[config.mk]
export PLATFORM = sky130hd
export DESIGN_NAME = coin_store_change_dispenser
export DESIGN_NICKNAME = d
export VERILOG_FILES = /design/src/design/csd_pkg.sv /design/src/design/coin_store_change_dispenser.sv /design/src/design/csd_alu.sv /design/src/design/csd_store.sv /design/src/design/csd_seq.sv
export SDC_FILE = /design/constraint.sdc
export NUM_CORES = 1
export LEC_CHECK = 0
export ABC_AREA = 1
export BUFFER_PORTS_ARGS = -buffer_cell sky130_fd_sc_hd__clkbuf_2
export CAP_MARGIN = 20
export CORE_MARGIN = 4
export CORE_UTILIZATION = 60
export CTS_CLUSTER_SIZE = 25
export DETAILED_ROUTE_END_ITERATION = 16
export HOLD_SLACK_MARGIN = 0.12
export PLACE_DENSITY_LB_ADDON = 0.05
export SLEW_MARGIN = 15
export SYNTH_ARGS = -nofsm -noshare
export SYNTH_HDL_FRONTEND = slang
export SYNTH_HIERARCHICAL = 1
export SYNTH_SLANG_ARGS = --single-unit
[constraint.sdc]
create_clock -name clk_i -period 10.35 [get_ports clk_i]
set_clock_uncertainty 0.15 [all_clocks]
set_input_delay 1.035 -clock clk_i [delete_from_list [all_inputs] [get_ports clk_i]]
set_output_delay 1.035 -clock clk_i [all_outputs]
set_load 0.03 [all_outputs]
[src/design/csd_pkg.sv]
// ----------------------------------------------------------------------------
// csd_pkg
// Types, constants and denomination table for the coin store change dispenser.
// ----------------------------------------------------------------------------
package csd_pkg;

  localparam int COUNT_BITS  = 16;
  localparam int NUM_SLOTS   = 8;
  localparam int SLOT_BITS   = 3;
  localparam int MAX_RESULTS = 64;
  localparam int N_BITS      = $clog2(MAX_RESULTS);
  localparam int CENTS_BITS  = 10;
  localparam int AMT_BITS    = 9;

  localparam logic [COUNT_BITS-1:0] COUNT_MAX = {COUNT_BITS{1'b1}};

  localparam logic [1:0] ST_OK        = 2'd0;
  localparam logic [1:0] ST_BAD_DENOM = 2'd1;
  localparam logic [1:0] ST_NO_CHANGE = 2'd2;
  localparam logic [1:0] ST_FULL      = 2'd3;

  localparam logic OP_ADD    = 1'b0;
  localparam logic OP_CHANGE = 1'b1;

  typedef struct packed {
    logic                  operation;
    logic [CENTS_BITS-1:0] coin_cents;
    logic [AMT_BITS-1:0]   amount_cents;
  } csd_in_t;

  typedef struct packed {
    logic                 coin_valid;
    logic [SLOT_BITS-1:0] coin_index;
    logic [1:0]           status;
    logic                 last;
  } csd_res_t;

  typedef struct packed {
    logic                  we;
    logic [SLOT_BITS-1:0]  addr;
    logic [COUNT_BITS-1:0] data;
  } csd_wr_t;

  typedef enum logic [1:0] {
    S_IDLE,
    S_ADD,
    S_CHG,
    S_FAIL
  } csd_state_e;

  function automatic logic [CENTS_BITS-1:0] slot_value(input logic [SLOT_BITS-1:0] idx);
    logic [CENTS_BITS-1:0] v;
    case (idx)
      3'd0:    v = 10'd5;
      3'd1:    v = 10'd10;
      3'd2:    v = 10'd20;
      3'd3:    v = 10'd50;
      3'd4:    v = 10'd100;
      3'd5:    v = 10'd200;
      3'd6:    v = 10'd500;
      3'd7:    v = 10'd1000;
      default: v = 10'd0;
    endcase
    return v;
  endfunction

endpackage

[src/design/coin_store_change_dispenser.sv]
// ----------------------------------------------------------------------------
// coin_store_change_dispenser
// Coin store with eight denomination counters and a greedy change dispenser.
// ----------------------------------------------------------------------------
// A word is taken when start is high and busy is low. An add-coin word
// gives one result. A change word walks the slots from ten dollars down to
// five cents, one slot per cycle through a single compare/subtract unit,
// and walks them again after a pass that gave a coin; when change cannot be
// made it ends in a cannot-change result, and a zero amount gives one result
// with no coin. At most one coin result is produced per cycle. Each result is
// shown on res_o for one cycle with res_valid_o high and must be taken then;
// the result register lets the next word be accepted while the last result is on the port.
// ----------------------------------------------------------------------------
module coin_store_change_dispenser import csd_pkg::*; (
  input  logic     clk_i,
  input  logic     rst_ni,
  input  logic     start,
  input  csd_in_t  in_i,
  output logic     busy,
  output logic     res_valid_o,
  output csd_res_t res_o
);

  logic [SLOT_BITS-1:0]  rd_addr;
  logic [COUNT_BITS-1:0] rd_data;
  csd_wr_t               wr;
  logic [AMT_BITS-1:0]   alu_remain;
  logic [CENTS_BITS-1:0] alu_value;
  logic                  alu_fits;
  logic [AMT_BITS-1:0]   alu_diff;

  csd_seq u_seq (
    .clk_i        (clk_i),
    .rst_ni       (rst_ni),
    .start_i      (start),
    .in_i         (in_i),
    .busy_o       (busy),
    .rd_addr_o    (rd_addr),
    .rd_data_i    (rd_data),
    .wr_o         (wr),
    .alu_remain_o (alu_remain),
    .alu_value_o  (alu_value),
    .alu_fits_i   (alu_fits),
    .alu_diff_i   (alu_diff),
    .res_valid_o  (res_valid_o),
    .res_o        (res_o)
  );

  csd_store u_store (
    .clk_i     (clk_i),
    .rst_ni    (rst_ni),
    .rd_addr_i (rd_addr),
    .rd_data_o (rd_data),
    .wr_i      (wr)
  );

  csd_alu u_alu (
    .remain_i (alu_remain),
    .value_i  (alu_value),
    .fits_o   (alu_fits),
    .diff_o   (alu_diff)
  );

  a_coin_ok: assert property (@(posedge clk_i) disable iff (!rst_ni)
    res_valid_o && res_o.coin_valid |-> res_o.status == ST_OK)
    else $error("coin result with error status");

  a_done_last: assert property (@(posedge clk_i) disable iff (!rst_ni)
    $fell(busy) |-> res_valid_o && res_o.last)
    else $error("word finished without a last result");

  a_start_busy: assert property (@(posedge clk_i) disable iff (!rst_ni)
    start && !busy |=> busy)
    else $error("accepted word did not raise busy");

  a_last_idle: assert property (@(posedge clk_i) disable iff (!rst_ni)
    res_valid_o && res_o.last |-> !busy)
    else $error("last result while still busy");

endmodule

[src/design/csd_alu.sv]
// ----------------------------------------------------------------------------
// csd_alu
// Shared compare/subtract unit: checks a coin value against the remaining
// amount and forms the new remainder.
// ----------------------------------------------------------------------------
module csd_alu import csd_pkg::*; (
  input  logic [AMT_BITS-1:0]   remain_i,
  input  logic [CENTS_BITS-1:0] value_i,
  output logic                  fits_o,
  output logic [AMT_BITS-1:0]   diff_o
);

  logic [CENTS_BITS-1:0] remain_ext;
  logic [CENTS_BITS-1:0] diff_ext;

  assign remain_ext = CENTS_BITS'(remain_i);
  assign diff_ext   = remain_ext - value_i;
  assign fits_o     = (value_i <= remain_ext);
  assign diff_o     = diff_ext[AMT_BITS-1:0];

endmodule

[src/design/csd_store.sv]
// ----------------------------------------------------------------------------
// csd_store
// Coin count register file, one read port and one write port.
// ----------------------------------------------------------------------------
module csd_store import csd_pkg::*; (
  input  logic                  clk_i,
  input  logic                  rst_ni,
  input  logic [SLOT_BITS-1:0]  rd_addr_i,
  output logic [COUNT_BITS-1:0] rd_data_o,
  input  csd_wr_t               wr_i
);

  logic [COUNT_BITS-1:0] count_q [NUM_SLOTS];

  always_ff @(posedge clk_i or negedge rst_ni) begin
    if (!rst_ni) begin
      for (int i = 0; i < NUM_SLOTS; i++) begin
        count_q[i] <= '0;
      end
    end else if (wr_i.we) begin
      count_q[wr_i.addr] <= wr_i.data;
    end
  end

  assign rd_data_o = count_q[rd_addr_i];

endmodule

[src/design/csd_seq.sv]
// ----------------------------------------------------------------------------
// csd_seq
// Sequencer: decodes add-coin words and walks the slots for change requests.
// ----------------------------------------------------------------------------
module csd_seq import csd_pkg::*; (
  input  logic                  clk_i,
  input  logic                  rst_ni,
  input  logic                  start_i,
  input  csd_in_t               in_i,
  output logic                  busy_o,
  output logic [SLOT_BITS-1:0]  rd_addr_o,
  input  logic [COUNT_BITS-1:0] rd_data_i,
  output csd_wr_t               wr_o,
  output logic [AMT_BITS-1:0]   alu_remain_o,
  output logic [CENTS_BITS-1:0] alu_value_o,
  input  logic                  alu_fits_i,
  input  logic [AMT_BITS-1:0]   alu_diff_i,
  output logic                  res_valid_o,
  output csd_res_t              res_o
);

  csd_state_e           state_q, state_d;
  logic [SLOT_BITS-1:0] slot_q, slot_d;
  logic                 hit_q, hit_d;
  logic [AMT_BITS-1:0]  remain_q, remain_d;
  logic [SLOT_BITS-1:0] idx_q, idx_d;
  logic [N_BITS-1:0]    n_q, n_d;
  logic                 gave_q, gave_d;
  logic                 res_valid_q, res_valid_d;
  csd_res_t             res_q, res_d;
  logic                 take;

  always_ff @(posedge clk_i or negedge rst_ni) begin
    if (!rst_ni) begin
      state_q     <= S_IDLE;
      res_valid_q <= 1'b0;
      n_q         <= '0;
      gave_q      <= 1'b0;
    end else begin
      state_q     <= state_d;
      res_valid_q <= res_valid_d;
      n_q         <= n_d;
      gave_q      <= gave_d;
    end
  end

  always_ff @(posedge clk_i) begin
    slot_q   <= slot_d;
    hit_q    <= hit_d;
    remain_q <= remain_d;
    idx_q    <= idx_d;
    res_q    <= res_d;
  end

  assign rd_addr_o    = (state_q == S_ADD) ? slot_q : idx_q;
  assign alu_remain_o = remain_q;
  assign alu_value_o  = slot_value(idx_q);
  assign take         = (rd_data_i != '0) && alu_fits_i;

  always_comb begin
    state_d     = state_q;
    slot_d      = slot_q;
    hit_d       = hit_q;
    remain_d    = remain_q;
    idx_d       = idx_q;
    n_d         = n_q;
    gave_d      = gave_q;
    res_valid_d = 1'b0;
    res_d       = res_q;
    wr_o        = '0;

    case (state_q)
      S_IDLE: begin
        if (start_i) begin
          hit_d  = 1'b0;
          slot_d = '0;
          for (int i = 0; i < NUM_SLOTS; i++) begin
            if (in_i.coin_cents == slot_value(SLOT_BITS'(i))) begin
              hit_d  = 1'b1;
              slot_d = SLOT_BITS'(i);
            end
          end
          remain_d = in_i.amount_cents;
          idx_d    = SLOT_BITS'(NUM_SLOTS - 1);
          n_d      = '0;
          gave_d   = 1'b0;
          state_d  = (in_i.operation == OP_CHANGE) ? S_CHG : S_ADD;
        end
      end

      S_ADD: begin
        res_valid_d      = 1'b1;
        res_d.coin_valid = 1'b0;
        res_d.coin_index = '0;
        res_d.last       = 1'b1;
        if (!hit_q) begin
          res_d.status = ST_BAD_DENOM;
        end else if (rd_data_i == COUNT_MAX) begin
          res_d.status = ST_FULL;
        end else begin
          res_d.status = ST_OK;
          wr_o.we      = 1'b1;
          wr_o.addr    = slot_q;
          wr_o.data    = rd_data_i + COUNT_BITS'(1);
        end
        state_d = S_IDLE;
      end

      S_CHG: begin
        if (remain_q == '0) begin
          res_valid_d      = 1'b1;
          res_d.coin_valid = 1'b0;
          res_d.coin_index = '0;
          res_d.status     = ST_OK;
          res_d.last       = 1'b1;
          state_d          = S_IDLE;
        end else begin
          if (take) begin
            wr_o.we          = 1'b1;
            wr_o.addr        = idx_q;
            wr_o.data        = rd_data_i - COUNT_BITS'(1);
            remain_d         = alu_diff_i;
            n_d              = n_q + N_BITS'(1);
            res_valid_d      = 1'b1;
            res_d.coin_valid = 1'b1;
            res_d.coin_index = idx_q;
            res_d.status     = ST_OK;
            res_d.last       = (alu_diff_i == '0);
          end
          if (take && (alu_diff_i == '0)) begin
            state_d = S_IDLE;
          end else if (take && (n_q == N_BITS'(MAX_RESULTS - 2))) begin
            state_d = S_FAIL;
          end else if (idx_q == '0) begin
            if (gave_q || take) begin
              idx_d  = SLOT_BITS'(NUM_SLOTS - 1);
              gave_d = 1'b0;
            end else begin
              state_d = S_FAIL;
            end
          end else begin
            idx_d  = idx_q - SLOT_BITS'(1);
            gave_d = gave_q | take;
          end
        end
      end

      S_FAIL: begin
        res_valid_d      = 1'b1;
        res_d.coin_valid = 1'b0;
        res_d.coin_index = '0;
        res_d.status     = ST_NO_CHANGE;
        res_d.last       = 1'b1;
        state_d          = S_IDLE;
      end

      default: begin
        state_d = S_IDLE;
      end
    endcase
  end

  assign busy_o      = (state_q != S_IDLE);
  assign res_valid_o = res_valid_q;
  assign res_o       = res_q;

endmodule
==> impl_results.rst, run 1 <==
.. list-table::
   :header-rows: 1

   * - Metric
     - Value
   * - I/O pin total
     - 32
   * - Endpoint of the most critical register-to-register path
     - u_store/count_q[12]
   * - Flip-flop and latch count after synthesis
     - roughly 170
   * - Most used flip-flop cell after synthesis
     - dfrtp_1
   * - Global-route congestion overflow total
     - 0
   * - Number of clock sinks
     - between 150 and 200
   * - RSZ-0062 raised after global routing
     - no
   * - Multiplexer share of the synthesized area
     - 0%
   * - Later-pin clock latency in the skew report
     - ~0.43 ns
   * - Non-filler cells in the finished layout
     - 1680
   * - Min cycle time layout
     - between 5 and 6 ns
   * - Maximum clock insertion buffer count
     - 2
   * - Synthesized area per cell
     - approximately 7 um^2
   * - Area share of and/or/nand/nor cells after synthesis
     - approximately 31%
   * - Diode insertion count for antenna repair
     - 0
   * - Worst hold start
     - u_store/count_q[51]
   * - Growth of design area from synthesis to finish
     - 8.63%
   * - Largest cells by area after synthesis
     - dfrtp_1 34%, nand2_1 18%, inv_1 8.5%
   * - TritonCTS clock tree
     - yes
   * - Run status
     - completed
   * - Total length of routed wires
     - about 24000 um
   * - Number of buffers added by the clock tree synthesis step
     - 17
   * - Final Instance Area
     - ~0.011 mm^2
   * - Leading cell type in the layout, fill and taps excluded
     - nand2_1
   * - Met2 WL post-DR
     - roughly 11000 um
   * - Cell Int Power
     - ~1.8 mW
   * - Initial antenna violation count
     - 0
   * - Power share of the sequential group
     - between 20% and 30%
   * - Number of port buffers
     - 31
   * - Clk slew on worst S/H paths
     - about 0.060 ns
   * - Power density cells
     - 306 mW/mm^2
   * - Top library cells by usage in the layout, fill and taps aside
     - 500 x nand2_1, 231 x inv_1, 140 x o21ai_0, 138 x dfrtp_1, 111 x nand3_1
   * - Final routed DRC violation total
     - 0
   * - Post-Route Setup TNS
     - 0 ns
   * - Routed metal-1 wirelength
     - around 11000 um
   * - Proportion of layout cells with a drive suffix above 1
     - under 10%
   * - Cells after synthesis
     - 1444
   * - Count of yosys warnings during synthesis
     - 6
   * - Number of max-slew violations in the final report
     - 0
   * - Arrival time at the worst endpoint
     - ~5.7 ns
   * - Via count of the first global-routing pass
     - approximately 8.3k
   * - Post-route ant nets
     - 0
   * - Post-cts resize count
     - 0
   * - Adder-cell share of the synthesized area
     - 3.64%
   * - Number of synthesized flops with an enable pin
     - 23
   * - Total instance count after detailed placement
     - between 1.5k and 2k
   * - Register area share after synthesis
     - a little over two fifths
   * - Height of the die
     - around 140 um
   * - Post-DP HPWL
     - around 16000 um
   * - Max-capacitance violation count
     - 0
   * - Placer Congestion
     - between 0.9 and 1
   * - Fmax
     - 178 MHz
   * - Xor/xnor cell area share of the yosys netlist
     - about 1.1%
   * - Relative slew margins
     - roughly 28%
   * - Sort of element at the start of the critical path
     - flop
   * - Leakage component of the power
     - about 5.5 nW
   * - Met3 WL
     - 1370 um
   * - DR vias/cell
     - between 5 and 6
   * - Switching power of the nets
     - 1.63 mW
   * - Avg WL per Cell
     - around 15 um
   * - Power share of the clock group
     - a little under a fifth
   * - Transition at the pin with the smallest max-transition slack
     - around 1.1 ns
   * - Post-CTS Setup Repair Bufs
     - 0
   * - Wire length of the first global-routing pass
     - around 41000 um
   * - Number of distinct library cell variants in the gate-level netlist after synthesis
     - 45
   * - Endpoint kind of the worst setup timing path
     - flop
   * - Setup Crit Path Kind
     - flop to flop
   * - Required time of the critical path
     - 10.45 ns
   * - Switching share of power
     - between 40% and 50%
   * - Site row count
     - 47
   * - Total iterations of the first detailed-routing run
     - 5
   * - Fraction of post-synthesis cell area in the top cell type by area
     - roughly a third
   * - R2R Path Start
     - u_seq/state_q[1]
   * - Path class of the lowest-slack min-delay path
     - flop to flop
   * - Clock root buffer master
     - clkbuf_16
   * - Number of DRC violations after detailed-routing iteration 0
     - roughly 840
   * - Die area
     - around 0.019 mm^2
   * - CTS HTree Levels
     - 4
   * - Cell taking the most area after synthesis
     - dfrtp_1
   * - Combined global-route utilization of all metal layers
     - between 20% and 30%
   * - Setup slack on the worst flop-to-flop path
     - approximately 4.7 ns
   * - Proportion of power drawn by combinational gates
     - roughly 55%
   * - Core Region
     - roughly 0.017 mm^2
   * - Crit Path Max Fanout
     - 33
   * - Final setup violation count
     - 0
   * - Post-DP Area
     - 0.0104 mm^2
   * - Synth Net Count
     - around 1.5k
   * - Final critical-path share of the clock period
     - about 54%
   * - Netlist area before placement
     - 0.0102 mm^2
   * - Worst reg-to-reg path cell count
     - 21
   * - Initial Utilization
     - a little over 60%
   * - Top sig layer
     - met4
   * - Complex-gate fraction of the synthesized area
     - about a tenth
   * - Cells on Worst Hold Path
     - 2
   * - Number of nets in the finished design
     - roughly 1.5k
   * - Via count
     - 8819
   * - Max IR drop VDD
     - roughly 180 uV
   * - Number of hold-repair buffers added at the cts stage
     - 0
   * - Die span in x
     - around 140 um
   * - Design Power
     - 3.38 mW
   * - Dominant combinational cell family by area after synthesis
     - simple AND/OR/NAND/NOR gates
   * - Synth async-reset ratio
     - about 80%
   * - End of the worst hold path
     - u_store/count_q[51]
   * - Hold violation total from the final report
     - 0
   * - Maximum number of pins on one net before global-route repair
     - between 70 and 80
synth_stat cells, types with 4 or more instances:
cell and number:
nand2_1 500, inv_1 231, o21ai_0 143, dfrtp_1 138
nand3_1 112, nor2_1 50, a21oi_1 35, buf_2 32
ha_1 28, edfxtp_1 23, clkbuf_1 17, inv_2 16
xor2_1 11, dfxtp_1 10, nor2_2 10, nor3_1 10
nand4_1 9, o21ai_1 9, nand2_2 8, nor2_4 5
clkbuf_2 4, nand2_4 4, nor4_1 4
critical path, stage by stage, from the launching register on:
cell and delay (ns):
dfrtp_1 0.41, inv_1 0.12, ha_1 0.43, o21ai_2 0.10, buf_4 0.28, inv_1 0.52, buf_8 0.25, nand3_1 0.09
nand2_1 0.06, nand2_1 0.04, nand2_1 0.37, nor2_4 0.05, nand2_2 0.13, nor2_4 0.06, nand2_4 0.08, nand2_4 0.07
nor2_2 0.50, nand2_1 0.13, a21oi_1 0.37, inv_2 0.10, nor3_4 0.88, o21ai_0 0.21
kinds of logic after synthesis:
kind of cell             count (synthesis)
AO/OA/AOI/OAI                          196
buffers and inverters                  307
XOR/XNOR                                13
AND/OR/NAND/NOR                        728
flip-flops                             171
adder cells (fa/ha/maj)                 29
registers in the layout, summed over array words and instances (netlist names):
register and cells:
u_store/count_q 128, u_seq/alu_value_o 10, u_seq/alu_remain_o 9, u_seq/res_o 7
u_seq/n_q 6, u_seq/idx_q 3, u_seq/slot_q 3, u_seq/state_q 2
u_seq/gave_q 1, u_seq/hit_q 1, u_seq/res_valid_o 1
power by group through the flow:
stage	combinational [mW]	clock, mW	sequential, mW
4_1_cts	1.84	0.656	0.868
3_5_place_dp	1.81	0	0.879
3_3_place_gp	1.79	0	0.876
6_report	1.87	0.645	0.867
5_1_grt	2.10	0.689	0.879
2_1_floorplan	1.42	0	0.893
final cells by class:
cell class | count | area (um^2)
Clock buffer | 24 | 472
Clock inverter | 7 | 116
Fill cell | 1509 | 5520
Inverter | 248 | 931
Multi-Input combinational cell | 966 | 4630
Sequential cell | 171 | 4340
Tap cell | 220 | 275
Timing Repair Buffer | 44 | 292
stage by stage:
step                util (%)  hold WS [ns]  setup slack [ns]
global route            66.7         0.354              4.17
CTS                     66.3         0.338              4.19
floorplan                  -         0.303              6.46
global placement        62.7         0.315              4.60
detailed placement      62.7         0.323              4.29
finish                  66.7         0.334              4.73
worst max-delay path by stage:
| stage | depth (start not counted) | startpoint | end | slack [ns] |
|---|---|---|---|---|
| after floorplan | 27 | u_seq/state_q[1] | u_store/count_q[50] | 6.46 |
| after global routing | 25 | u_seq/state_q[1] | u_store/count_q[112] | 4.17 |
| after detailed placement | 22 | u_seq/state_q[1] | u_store/count_q[21] | 4.29 |
| after global placement | 22 | u_seq/state_q[1] | u_store/count_q[19] | 4.60 |
| final | 21 | u_seq/state_q[1] | u_store/count_q[12] | 4.73 |
| after CTS | 22 | u_seq/state_q[1] | u_store/count_q[24] | 4.19 |
per-layer routing:
metal	vias up	track usage (%)
met1	4077	37.1
met3	27	3.90
met4	0	7.49
li1	4471	-
met5	-	0
met2	244	42.1
Note: power is estimated with default switching activity, not from simulation.
==> run 2, diff against run 1 <==
- ABC_AREA: 1 -> 0
- CORE_UTILIZATION: 60 -> 57
- clock period: 10.35 -> 4.8 ns (I/O delays scaled with it)
==> run 2 against run 1 <==
  * Routed wire length is 2.5% higher
  * Setup slack got worse by 4.6 ns
  * Final area increased by 6.1%
  * Sequential share of layout area shrank 2.3 points
  * Final cell count fell by 34%
  * Clock power rose by 110%
  * Via count down 22%
  * Critical path depth is 4 lower
  * Die area up 1.3%
  * Combinational power rose by 9%
  * Critical path type unchanged
  * Critical endpoint is now u_store/count_q[103]
==> impl_results.rst, run 2 <==
.. list-table::
   :header-rows: 1

   * - Metric
     - Value
   * - Number of port buffers
     - 31 (unchanged)
   * - Top-count cell post-synth
     - mux2_2
   * - Worst stage delay on the critical path
     - 0.53 ns (-0.35 ns)
   * - DR vias/cell
     - 6.21 (+18%)
   * - Avg WL per Cell
     - 22.7 um (+56%)
   * - Transition at the pin with the smallest max-transition slack
     - 0.974 ns (-0.0979 ns)
   * - Synthesized area per cell
     - 12.5 um^2 (+78%)
   * - Diode insertion count for antenna repair
     - 0 (unchanged)
   * - Netlist area before placement
     - 0.00981 mm^2 (-3.7%)
   * - Most used flip-flop cell after synthesis
     - dfrtp_1
   * - TritonCTS clock tree
     - yes
   * - Fmax
     - 212 MHz (+19%)
   * - Initial Utilization
     - 58.7% (-2.7 points)
   * - Die span in x
     - 139 um (+0.64%)
   * - Synth Net Count
     - 835 (-44%)
   * - Post-Route Setup TNS
     - 0 ns (unchanged)
   * - Fraction of post-synthesis cell area in the top cell type by area
     - 35.2% (+1.3 points)
   * - Number of buffers added by the clock tree synthesis step
     - 17 (unchanged)
   * - Final routed DRC violation total
     - 0 (unchanged)
   * - Number of DRC violations after detailed-routing iteration 0
     - 426 (-49%)
   * - Number of synthesized flops with an enable pin
     - 23 (unchanged)
   * - Core Region
     - 0.0167 mm^2 (+0.71%)
   * - Number of clock sinks
     - 171 (unchanged)
   * - Maximum clock insertion buffer count
     - 2 (unchanged)
   * - Final hold slack
     - 0.203 ns (-0.131 ns)
   * - Final setup violation count
     - 0 (unchanged)
   * - Register area share after synthesis
     - 44.3% (+1.6 points)
   * - Run status
     - completed
   * - Final Instance Area
     - 0.0117 mm^2 (+6.1%)
   * - Max IR drop VDD
     - 257 uV (+46%)
   * - Post-DP Area
     - 0.0109 mm^2 (+4.5%)
   * - CP max-delay cell
     - or4_4
   * - Reg with most FFs
     - u_store/count_q
   * - Number of nets in the finished design
     - 922 (-39%)
   * - Number of filler instances in the final layout
     - 1185 (-21%)
   * - Endpoint kind of the worst setup timing path
     - flop
   * - Via count of the first global-routing pass
     - 7080 (-15%)
   * - Global-route congestion overflow total
     - 0 (unchanged)
   * - Total iterations of the first detailed-routing run
     - 8 (+3)
   * - Later-pin clock latency in the skew report
     - 0.43 ns (about the same)
   * - Cell Chain, Critical Path
     - inv_2 -> ha_4 -> buf_8 -> mux2_4 -> buf_12 -> mux4_2 -> mux2_4 -> or4_4 -> o41a_1 -> and2_4 -> a32oi_2 -> nor2_4 -> buf_4 -> nor4bb_4 -> buf_6 -> clkbuf_16 -> mux2_4
   * - Crit path top cell by count
     - mux2_4
   * - Gate family responsible for the most delay along the worst path
     - multiplexers
   * - Sort of element at the start of the critical path
     - flop
   * - Placer Congestion
     - 0.974 (+7.9%)
   * - Number of distinct library cell variants in the gate-level netlist after synthesis
     - 81 (+80%)
   * - Via count
     - 6855 (-22%)
   * - Setup Crit Path Kind
     - flop to flop
   * - Total length of routed wires
     - 25100 um (+2.5%)
   * - Largest cells by area after synthesis
     - dfrtp_1 35%, mux2_2 18%, mux4_1 7.5%
   * - Cell taking the most area after synthesis
     - dfrtp_1
   * - Maximum number of pins on one net before global-route repair
     - 98 (+29%)
   * - Path class of the lowest-slack min-delay path
     - input pin to flop
   * - Wire length of the first global-routing pass
     - 39000 um (-5.8%)
   * - CTS HTree Levels
     - 4 (unchanged)
   * - Arrival time at the worst endpoint
     - 4.88 ns (-0.84 ns)
   * - Design Power
     - 5.06 mW (+50%)
   * - Height of the die
     - 139 um (+0.64%)
   * - Required time of the critical path
     - 4.97 ns (-5.48 ns)
   * - Crit Path Max Fanout
     - 12 (-64%)
   * - Initial antenna violation count
     - 0 (unchanged)
   * - Count of yosys warnings during synthesis
     - 6 (unchanged)
   * - Relative slew margins
     - 34.6% (+6.3 points)
   * - Final critical-path share of the clock period
     - 98.1% (+44 points)
   * - Synth async-reset ratio
     - 80.7% (unchanged)
   * - Top library cells by usage in the layout, fill and taps aside
     - 138 x dfrtp_1, 89 x mux2_2, 69 x mux2_4, 65 x buf_4, 39 x nand2_1
   * - Max-capacitance violation count
     - 0 (unchanged)
   * - Post-route ant nets
     - 0 (unchanged)
   * - Leakage component of the power
     - 5.65 nW (+3.6%)
   * - Die area
     - 0.0194 mm^2 (+1.3%)
   * - Leading cell type in the layout, fill and taps excluded
     - dfrtp_1
   * - Flip-flop and latch count after synthesis
     - 171 (unchanged)
   * - Power density cells
     - 431 mW/mm^2 (+41%)
   * - Proportion of layout cells with a drive suffix above 1
     - 41.2% (+33 points)
   * - Min cycle time layout
     - 4.71 ns (-0.907 ns)
   * - Site row count
     - 47 (unchanged)
   * - Clk slew on worst S/H paths
     - 0.07 ns (about the same)
   * - Number of max-slew violations in the final report
     - 0 (unchanged)
   * - I/O pin total
     - 32 (unchanged)
   * - Number of flip-flops in the largest register
     - 128 (unchanged)
   * - Clock root buffer master
     - clkbuf_16
   * - Critical path buffers and inverters
     - 6 (+1)
   * - Combined global-route utilization of all metal layers
     - 25.4% (-0.74 points)
   * - Hold violation total from the final report
     - 0 (unchanged)
   * - List of most frequent post-synthesis cells
     - 155 x mux2_2, 138 x dfrtp_1, 40 x nand2_1, 36 x inv_1
   * - Post-DP HPWL
     - 17100 um (+6.4%)
   * - Growth of design area from synthesis to finish
     - 19.7%
   * - Cells after synthesis
     - 783 (-46%)
[run 2: cell count changes after synthesis, moves of 28 or more]
cell     previous run  this run
mux2_2              0       155
nand2_1           500        40
nand3_1           112        17
inv_1             231        36
mux4_1              0        28
o21ai_0           143        21
[run 2: what timing repair did]
item | CTS | global route
setup buffers | 2 | 6
pin swaps | 3 | 8
hold buffers | 1 | 0
setup endpoints to repair | 128 | 128
endpoints found under the hold margin | 96 | 0
cloned | 0 | 4
gates resized for setup | 4 | 31
[run 2: report_power, final]
group | internal, mW | switching [mW] | total, mW
sequential | 1.63 | 0.0709 | 1.70
combinational | 0.870 | 1.16 | 2.03
clock | 0.713 | 0.623 | 1.34
total | 3.21 | 1.85 | 5.06
[run 2: logic make-up (layout without fill, tap and decap cells)]
group / count (synthesis) / count (layout) / share of synthesized area [%]
AOI/OAI and AO/OA: 105 / 105 / 8.45
xor gates and xnor gates: 10 / 10 / 0.893
adders and majority gates: 29 / 29 / 3.78
buffers and inverters: 88 / 187 / 4.52
DFF: 171 / 171 / 44.3
muxes: 201 / 202 / 27.8
and+or+nand+nor: 179 / 179 / 10.3
[run 2: worst reg2reg max path: cells and delay by family, from the launching register on]
| family | cells | cell delay (ns) |
|---|---|---|
| multiplexers | 4 | 1.29 |
| AND/OR/NAND/NOR | 4 | 0.99 |
| buffers and inverters | 6 | 0.94 |
| AO/OA/AOI/OAI | 2 | 0.66 |
| flip-flops | 1 | 0.38 |
| adder cells (fa/ha/maj) | 1 | 0.19 |
[run 2: layout make-up]
class | instances | area [um^2] | area share, %
Inverter | 37 | 139 | 1.18
Tap cell | 220 | 275 | 2.34
Timing Repair Buffer | 118 | 1040 | 8.87
Multi-Input combinational cell | 525 | 5360 | 45.7
Sequential cell | 171 | 4340 | 37.0
Clock buffer | 19 | 453 | 3.86
Clock inverter | 13 | 124 | 1.06
[run 2: worst paths after layout]
check	from	to	slack [ns]	cells after the start
max	u_seq/state_q[1]	u_store/count_q[103]	0.09	17
min	in_i[2]	u_seq/alu_remain_o[2]	0.20	2
min in group asynchronous	rst_ni	u_seq/gave_q	0.55	2
max in group asynchronous	rst_ni	u_store/count_q[4]	2.81	3
max reg2reg	u_seq/state_q[1]	u_store/count_q[103]	0.09	17
min reg2reg	u_store/count_q[68]	u_store/count_q[68]	0.35	1
[run 2: layer usage]
metal | routed length (um) | GRT usage (%) | vias up
met5 | 0 | 0 | -
met4 | 391 | 6.75 | 0
met3 | 1410 | 5.17 | 33
met2 | 12100 | 41.1 | 226
met1 | 11100 | 35.3 | 3467
li1 | - | - | 3129
[run 2: metrics by stage]
stage	util (%)	instances	worst slack [ns]
6_report	70.3	1103	0.0892
3_5_place_dp	65.1	1058	-0.277
2_1_floorplan	-	783	-0.338
3_3_place_gp	65.1	1058	-0.155
5_1_grt	70.3	1103	-0.0308
4_1_cts	68.9	1093	0.0132
==> run 3, diff against run 2 <==
- CORE_UTILIZATION: 57 -> 60
- clock period: 4.8 -> 4.9 ns (I/O delays scaled with it)
==> run 3 against run 2 <==
  * Combinational power shrank 9%
  * Fmax shrank 0.89%
  * Critical path type unchanged
  * Via count is essentially flat
  * Register-to-register slack gained 0.06 ns
  * Sequential share of layout area grew 0.72 points
==> impl_results.rst, run 3 (same netlist as run 2, synthesis figures left out) <==
.. list-table::
   :header-rows: 1

   * - Metric
     - Value
   * - Core Region
     - 0.0159 mm^2 (-4.5%)
   * - Gate family responsible for the most delay along the worst path
     - simple AND/OR/NAND/NOR gates
   * - Reg with most FFs
     - u_store/count_q
   * - Final Instance Area
     - 0.0115 mm^2 (-1.9%)
   * - Endpoint kind of the worst setup timing path
     - flop
   * - Avg WL per Cell
     - 22.0 um (-3.0%)
   * - Combined global-route utilization of all metal layers
     - 27.1% (+1.7 points)
   * - Clock root buffer master
     - clkbuf_16
   * - Required time of the critical path
     - 5.07 ns (+0.10 ns)
   * - Path class of the lowest-slack min-delay path
     - input pin to flop
   * - Number of nets in the finished design
     - 912 (-1.1%)
   * - Maximum number of pins on one net before global-route repair
     - 84 (-14%)
   * - Diode insertion count for antenna repair
     - 0 (unchanged)
   * - Site row count
     - 46 (-2.1%)
   * - Worst path setup slack after routing
     - 0.147 ns (+0.0578 ns)
   * - Total length of routed wires
     - 24000 um (-4.3%)
   * - Crit Path Max Fanout
     - 9 (-3)
   * - CTS HTree Levels
     - 4 (unchanged)
   * - Met1 routing resource usage after global routing
     - 36.7% (+1.4 points)
   * - Crit path top cell by count
     - buf_4
   * - Met2 track demand over resource
     - 44.9% (+3.9 points)
   * - Initial antenna violation count
     - 0 (unchanged)
   * - Leading cell type in the layout, fill and taps excluded
     - dfrtp_1
   * - Critical path buffers and inverters
     - 6 (unchanged)
   * - Total instance count after detailed placement
     - 1046 (-1.1%)
   * - Top library cells by usage in the layout, fill and taps aside
     - 138 x dfrtp_1, 101 x mux2_2, 63 x buf_4, 56 x mux2_4, 39 x nand2_1
   * - Global-route congestion overflow total
     - 0 (unchanged)
   * - Number of port buffers
     - 31 (unchanged)
   * - Min cycle time layout
     - 4.75 ns (+0.0422 ns)
   * - Post-route ant nets
     - 0 (unchanged)
   * - Max-capacitance violation count
     - 0 (unchanged)
   * - Non-filler cells in the finished layout
     - 1089 (-1.3%)
   * - Worst hold start
     - in_i[19]
   * - I/O pin total
     - 32 (unchanged)
   * - Growth of design area from synthesis to finish
     - 17.5%
   * - R2R Path Start
     - u_seq/state_q[1]
   * - Leakage component of the power
     - 5.56 nW (-1.5%)
   * - CP max-delay cell
     - mux4_2
   * - Total iterations of the first detailed-routing run
     - 5 (-3)
   * - Core utilization of the finished layout
     - 72.2% (+1.9 points)
   * - Number of max-slew violations in the final report
     - 0 (unchanged)
   * - Number of clock sinks
     - 171 (unchanged)
   * - Wire length of the first global-routing pass
     - 38400 um (-1.6%)
   * - Number of DRC violations after detailed-routing iteration 0
     - 429 (+0.70%)
   * - Die area
     - 0.0185 mm^2 (-4.7%)
   * - Final setup violation count
     - 0 (unchanged)
   * - Sort of element at the start of the critical path
     - flop
   * - Fmax
     - 210 MHz (-0.89%)
   * - Clk slew on worst S/H paths
     - 0.07 ns (about the same)
   * - Number of filler instances in the final layout
     - 1093 (-7.8%)
   * - Setup Crit Path Kind
     - flop to flop
   * - Final routed DRC violation total
     - 0 (unchanged)
   * - Die span in x
     - 136 um (-2.4%)
   * - Max IR drop VDD
     - 278 uV (+8.2%)
   * - Run status
     - completed
   * - Via count of the first global-routing pass
     - 7249 (+2.4%)
   * - Post-DP HPWL
     - 16700 um (-2.2%)
   * - Transition at the pin with the smallest max-transition slack
     - 0.976 ns (+0.00196 ns)
   * - Global-route met3 utilization
     - 4.92% (-0.25 points)
   * - Relative slew margins
     - 34.4% (-0.13 points)
   * - Height of the die
     - 136 um (-2.4%)
   * - Via count
     - 6850 (-0.073%)
   * - Number of flip-flops in the largest register
     - 128 (unchanged)
   * - Power density cells
     - 417 mW/mm^2 (-3.4%)
   * - Final hold slack
     - 0.213 ns (+0.00985 ns)
   * - Number of buffers added by the clock tree synthesis step
     - 17 (unchanged)
   * - Worst stage delay on the critical path
     - 0.48 ns (-0.05 ns)
   * - Post-DP Area
     - 0.0108 mm^2 (-0.92%)
   * - Launch point of the critical path
     - u_seq/state_q[1]
   * - Post-place setup slack
     - -0.108 ns (+0.169 ns)
   * - Cell Chain, Critical Path
     - inv_2 -> ha_4 -> nand2_2 -> o21ai_4 -> buf_12 -> buf_4 -> mux4_2 -> mux2_4 -> inv_2 -> ha_1 -> or4b_4 -> o41a_1 -> and2_4 -> a32oi_1 -> nor2_2 -> nor4b_4 -> buf_4 -> buf_4 -> mux2_2
   * - TritonCTS clock tree
     - yes
   * - Proportion of layout cells with a drive suffix above 1
     - 40.2% (-1.0 points)
   * - Busiest metal layer after global routing
     - met2
   * - Post-Route Setup TNS
     - 0 ns (unchanged)
   * - Placer Congestion
     - 0.919 (-5.7%)
   * - Final critical-path share of the clock period
     - 97.0% (-1.1 points)
   * - DR vias/cell
     - 6.29 (+1.2%)
   * - Maximum clock insertion buffer count
     - 2 (unchanged)
   * - Later-pin clock latency in the skew report
     - 0.43 ns (about the same)
   * - Hold violation total from the final report
     - 0 (unchanged)
   * - Initial Utilization
     - 61.5% (+2.8 points)
   * - Arrival time at the worst endpoint
     - 4.92 ns (+0.04 ns)
   * - Design Power
     - 4.80 mW (-5.3%)
[run 3: layer usage]
layer  wire [um]  vias up  part of all wire (%)
met5           0        -                     0
met4         410        0                   1.7
met2       11800      193                    49
met3        1060       36                   4.4
met1       10700     3509                    45
li1            -     3112                     -
[run 3: area by class of cell]
class                   count  area, um^2  share of cell area, %
clock buffers              17         425                   3.69
clock inverters            15         134                   1.16
inverters                  37         139                   1.21
multi-input cells         524        5310                   46.1
flip-flops and latches    171        4340                   37.7
well taps                 216         270                   2.35
repair buffers            109         900                   7.81
[run 3: worst paths after layout]
path | slack [ns] | end | depth (start not counted)
worst max-delay path | 0.15 | u_store/count_q[127] | 19
worst min-delay path | 0.21 | u_seq/state_q[0] | 4
worst max register to register | 0.15 | u_store/count_q[127] | 19
worst min register to register | 0.35 | u_store/count_q[76] | 1
max in group asynchronous | 2.83 | u_store/count_q[117] | 3
min in group asynchronous | 0.55 | u_store/count_q[123] | 2
[run 3: power by group]
part	total, mW	internal, mW	switching, mW
clock	1.30	0.709	0.588
combinational	1.84	0.759	1.08
sequential	1.66	1.59	0.0678
total	4.80	3.06	1.74
[run 3: what timing repair did]
item	4_1_cts	5_1_grt
buffers inserted	3	4
hold buffers	1	0
setup endpoints to repair	117	128
hold endpoints to repair	82	0
gates resized for setup	1	17
pin swaps	1	4
cloned	0	2
[run 3: worst min-delay path, delay by kind of cell]
family / cells / cell delay (ns)
buf+inv: 1 / 0.08
compound gates: 1 / 0.06
simple gates: 2 / 0.11
